$ cat config.mk
export PLATFORM = sky130hd
export DESIGN_NAME = pflr_min_unit
export DESIGN_NICKNAME = d
export VERILOG_FILES = /design/src/rtl/pflr_pkg.sv /design/src/rtl/pflr_min_unit.sv
export SDC_FILE = /design/constraint.sdc
export NUM_CORES = 1
export LEC_CHECK = 0
export BUFFER_PORTS_ARGS = -buffer_cell sky130_fd_sc_hd__clkbuf_2
export CORE_MARGIN = 3
export CORE_UTILIZATION = 48
export DETAILED_ROUTE_END_ITERATION = 6
export GPL_ROUTABILITY_DRIVEN = 0
export PLACE_DENSITY = 0.78
export SLEW_MARGIN = 20
export SYNTH_ARGS = -nofsm -noshare
export SYNTH_HDL_FRONTEND = slang
export SYNTH_SLANG_ARGS = --single-unit
$ cat constraint.sdc
create_clock -name clk -period 4.65 [get_ports clk]
set_clock_uncertainty 0.1 [all_clocks]
set_input_delay 0.465 -clock clk [delete_from_list [all_inputs] [get_ports clk]]
set_output_delay 0.465 -clock clk [all_outputs]
set_load 0.02 [all_outputs]
$ cat src/rtl/pflr_pkg.sv
// ----------------------------------------------------------------------------
// pflr_pkg
// Shared types and constants of the LFU page fault replacer.
// ----------------------------------------------------------------------------
`default_nettype none

package pflr_pkg;

	// default sizes
	localparam int SLOTS_DEF          = 32;
	localparam int HEAP_PAGES_MAX_DEF = 1024;

	// configuration register
	localparam int          CFG_W          = 11;
	localparam logic [10:0] HEAP_PAGES_RST = 11'd1024;

	// field widths
	localparam int FSW_W      = 11;
	localparam int ADDR_W     = 32;
	localparam int VSLOT_W    = 5;
	localparam int PAGE_OUT_W = 10;
	localparam int PADDR_W    = 26;
	localparam int CNT_W      = 16;

	// stream words
	localparam int IN_TDATA_W  = 48;
	localparam int OUT_TDATA_W = 56;

	// heap window
	localparam logic [31:0] WIN_BASE = 32'h0200_0000;
	localparam int          PG_SHIFT = 13;

	// decoded fault status codes
	localparam logic [4:0] ST_SECTION = 5'h05;
	localparam logic [4:0] ST_PAGE    = 5'h07;

	// sequencer
	typedef enum logic [4:0] {
		S_CLEAR = 5'b00001,
		S_IDLE  = 5'b00010,
		S_SCAN  = 5'b00100,
		S_BUMP  = 5'b01000,
		S_DONE  = 5'b10000
	} state_t;

	// control to the minimum unit
	typedef struct packed {
		logic valid;
		logic first;
	} cmp_ctl_t;

endpackage

`default_nettype wire

$ cat src/rtl/pflr_min_unit.sv
// ----------------------------------------------------------------------------
// pflr_min_unit
// Running minimum over the scanned slot counts; lowest slot wins ties.
// ----------------------------------------------------------------------------
`default_nettype none

module pflr_min_unit #(
	parameter int SW = 5,
	parameter int PW = 10
) (
	input  wire logic                       clk,
	input  wire pflr_pkg::cmp_ctl_t         ctl,
	input  wire logic [pflr_pkg::CNT_W-1:0] count,
	input  wire logic [SW-1:0]              slot,
	input  wire logic [PW-1:0]              page,
	output logic      [SW-1:0]              best_slot,
	output logic      [PW-1:0]              best_page
);

	logic [pflr_pkg::CNT_W-1:0] best_cnt_q;
	logic [SW-1:0]              best_slot_q;
	logic [PW-1:0]              best_page_q;

	// strict less keeps the earlier slot on a tie
	always_ff @(posedge clk) begin
		if (ctl.valid && (ctl.first || count < best_cnt_q)) begin
			best_cnt_q  <= count;
			best_slot_q <= slot;
			best_page_q <= page;
		end
	end

	assign best_slot = best_slot_q;
	assign best_page = best_page_q;

endmodule

`default_nettype wire

### Word level (Yosys, flattened, before mapping)

Cells that the tools add are included.

* reduce and logical (&&, ||, !) cells: 2
* order comparisons: 1

Operators by type and width (count)
* < comparator 16 bit: 1
* logical AND 1 bit: 1
* logical OR 1 bit: 1

* output and inout bits: 15
* register bits after elaboration: 31
* bits of input ports: 34
* word-level logic and storage cells: 6

### Logic depth before layout (Yosys ltp)

* depth in word-level cells: 3
* depth in mapped cells: 6
* mapped depth without buffers: 6

### Least setup slack after synthesis

Ideal clock, no wire load.

* path kind: in2reg
* from: input port count[6] (netlist name)
* to: register best_cnt_q[0] (netlist name), enable pin
* stages on the path: 5
* buffers on the path: 0
* arrival time: 3521 ps
* data required time: 4083 ps
* library setup time: 467 ps
* setup slack: 563 ps
* cell sequence: ha_1 a21o_1 a211oi_1 o21ai_1 a211oi_1

* word-level cells in the longest chain between the ends: 3

Ends and longest elaborated chain
* start, declared: RTL line pflr_min_unit.sv:13 `input wire logic [pflr_pkg::CNT_W-1:0] count,`
* < comparator 16 bit: RTL line pflr_min_unit.sv:26 `if (ctl.valid && (ctl.first || count < best_cnt_q)) begin`
* logical OR 1 bit: RTL line pflr_min_unit.sv:26
* logical AND 1 bit: RTL line pflr_min_unit.sv:26
* end signal, assigned: RTL line pflr_min_unit.sv:27 `best_cnt_q <= count;`
* end, declared: RTL line pflr_min_unit.sv:20 `logic [pflr_pkg::CNT_W-1:0] best_cnt_q;`

No other way between the ends.
A chain may end at the register's enable or synchronous reset.

### Worst setup path in the final report

* from: register best_cnt_q[6] (netlist name)
* to: register best_slot_q[4], in the netlist best_slot[4], enable pin

* word-level cells in the longest chain between the ends: 3

Ends and longest elaborated chain
* < comparator 16 bit: RTL line pflr_min_unit.sv:26
* logical OR 1 bit: RTL line pflr_min_unit.sv:26
* logical AND 1 bit: RTL line pflr_min_unit.sv:26
* end signal, assigned: RTL line pflr_min_unit.sv:28 `best_slot_q <= slot;`
* end, declared: RTL line pflr_min_unit.sv:21 `logic [SW-1:0] best_slot_q;`

No other way between the ends.

==> flow_summary.toml <==
[pwr]
power_density_mw_per_mm2 = 336.3
vdd_drop_max_mv = 0.2888
p_leak_nw = 0.7803

[min_path]
holdPathStages = 1
hold_path.class = "in2reg"

[timing]
max-slew-margin-rel_pct = 46.79
drv_slew = 0
rsz0062_at_grt = "false"
post-route-min-period_ns = 2.561
setup_violations = 0
timing.fmax_ghz = 0.3904
worstMarginPinSlew_ns = 0.7781
finalSetupTns_ns = 0
period_share_pct = 55.08
finalHoldViolations = 0
holdWs_ns = 0.2089

[detailed_routing]
drtIter0Drc = 20
via_per_inst = 4.977
route.detailed.drc = 0
ant_nets = 0
drt_wl_total_um = 2333
wl_per_cell_um = 13.56
vias = 856
firstDrtPassIters = 5

[final_layout]
antenna_cells = 0
syn2layout_area_growth_pct = 26.42
fin_cells = 172
nets = 190
fillers = 189
drive_gt1_share_pct = 41.55

[global_routing]
grt_max_degree = 22
grt_antenna_before_repair = 0
grt_pass1_wl_um = 3712
grt_usage_pct = 15.12
grt-ovfl-total = 0
grt_pass1_vias = 852

[clock_network]
cts_root_buf = "clkbuf_4"
cts_tree = "built"
cts_sinks = 31
clk_latency_ns = 0.33
cts_buffer_depth = 2
cts_htree_levels = 2
cts-resized-gates = 0
clkTransAtPathRegs_ns = 0.09
cts_buffers = 5
post-cts-setup-buffers = 0
cts_hold_buf = 0

[synthesis]
yosysSeqAreaShare_pct = 70.19
yosysWarningCount = 0
synth_nets = 134
syn_inst = 85
ys_types = 17
postSynthAreaPerCell_sq_um = 15.60
syn_area_sq_mm = 0.001326
synth-seq-cells = 31

[placement]
dpl.cell_count = 164
dpl.hpwl_um = 1942
portBuffers = 48

[worst_setup_path]
critPathKind = "reg2reg"
cp.required_ns = 4.56
cp_cell_sequence = "inv_1, ha_1, a21o_1, a211oi_1, o21ai_1, a211oi_4, buf_4"
reg2regPathDepth = 7
arrival_ns = 2.47
startpoint_type = "register"
cp_slowest_stage_delay_ns = 0.53
slowest_stage = "a211oi_4"
worstPathMaxFanout = 21
cp-end-kind = "register"

[floorplan]
dieHeight_um = 58.57
fp-row-count = 18
start_util_pct = 52.11
die-area_sq_mm = 0.003430
die_w_um = 58.57
io_pins = 49
core_area_sq_mm = 0.002545

[flow_run]
cap_viol_max_count = 0

[outcome]
outcome = "completed"
-- synthesized netlist by cell type --
library cell	instances	share of area (%)
o21ai_1	1	0.38
a2111oi_2	1	1.1
a21o_1	1	0.57
a2111oi_0	1	0.66
ha_1	15	14
nand2b_1	1	0.47
o21a_1	2	1.1
edfxtp_1	31	70
a21oi_1	5	1.9
o21ai_0	2	0.75
nor2_1	1	0.28
a211oi_1	2	1.1
nand2_1	2	0.57
o211ai_1	1	0.57
nand4_1	2	0.94
o2bb2ai_1	1	0.66
inv_1	16	4.5
-- worst max-delay path, delay by kind of cell (launching register included) --
kind,cells,cell delay (ns)
adder cells (fa/ha/maj),1,0.23
AO/OA/AOI/OAI,4,1.08
flip-flops,1,0.38
buffers and inverters,2,0.43
-- kinds of logic after synthesis --
group           after synthesis  share of synthesized area [%]
simple gates                  6                          2.264
fa+ha+maj                    15                          14.15
flops                        31                          70.19
compound gates               17                          8.867
buf+inv                      16                          4.528
-- stage by stage --
step / setup slack, ns / cell area (sq um) / total power [mW] / util [%]
after detailed placement: 1.878 / 1624 / 0.4265 / 63.82
after global placement: 1.945 / 1624 / 0.4219 / 63.82
after global routing: 1.973 / 1677 / 0.5964 / 65.88
after CTS: 2.056 / 1677 / 0.5710 / 65.88
final: 2.089 / 1677 / 0.5638 / 65.88
after floorplan: 0.5625 / 1326 / 0.3896 / -
-- power breakdown --
group / switching (mW) / internal, mW
Combinational: 0.0485 / 0.0339
Sequential: 0.00504 / 0.331
Clock: 0.0891 / 0.0561
-- area by class of cell --
type	instances	area [sq um]	area share (%)
clock buffer	5	37.54	2.239
clock inverter	3	15.01	0.8955
inverter	16	60.06	3.582
multi-input combinational	38	347.8	20.75
sequential	31	930.9	55.52
tap	30	37.54	2.239
timing repair buffer	49	247.7	14.78
-- cells in the final DEF, fill, tap and decap left out --
cell type	n
clkbuf_2	48
edfxtp_1	31
inv_1	16
ha_1	15
a21oi_1	5
clkbuf_4	5
clkinv_2	3
o21a_1	2
o21ai_0	2
nand4_1	2
nand2_1	2
nand2b_1	1
a2111oi_2	1
a21o_1	1
a211oi_1	1
o21ai_1	1
o211ai_1	1
a2111oi_0	1
nor2_1	1
o2bb2ai_1	1
a211oi_4	1
buf_4	1
-- state kept, by name (all words and copies together) (netlist names) --
| register | count |
|---|---|
| best_cnt_q | 16 |
| best_page | 10 |
| best_slot | 5 |
-- final timing paths --
kind / startpoint / to / slack, ns
hold reg to reg: best_cnt_q[4] / best_cnt_q[8] / 0.96
hold / removal: page[5] / best_page[5] / 0.21
setup reg to reg: best_cnt_q[6] / best_slot[4] / 2.09
setup / recovery: best_cnt_q[6] / best_slot[4] / 2.09
-- routing by layer --
| layer | vias up | share of wire (%) | GRT usage (%) | routed length (um) |
|---|---|---|---|---|
| met5 | - | 0 | 0 | 0 |
| met4 | 0 | 1.3 | 5.960 | 30 |
| met3 | 3 | 14 | 6.140 | 325 |
| met2 | 48 | 45 | 22.81 | 1060 |
| met1 | 377 | 39 | 19.50 | 916 |
| li1 | 428 | - | - | - |
Note: power is estimated with default switching activity, not from simulation.
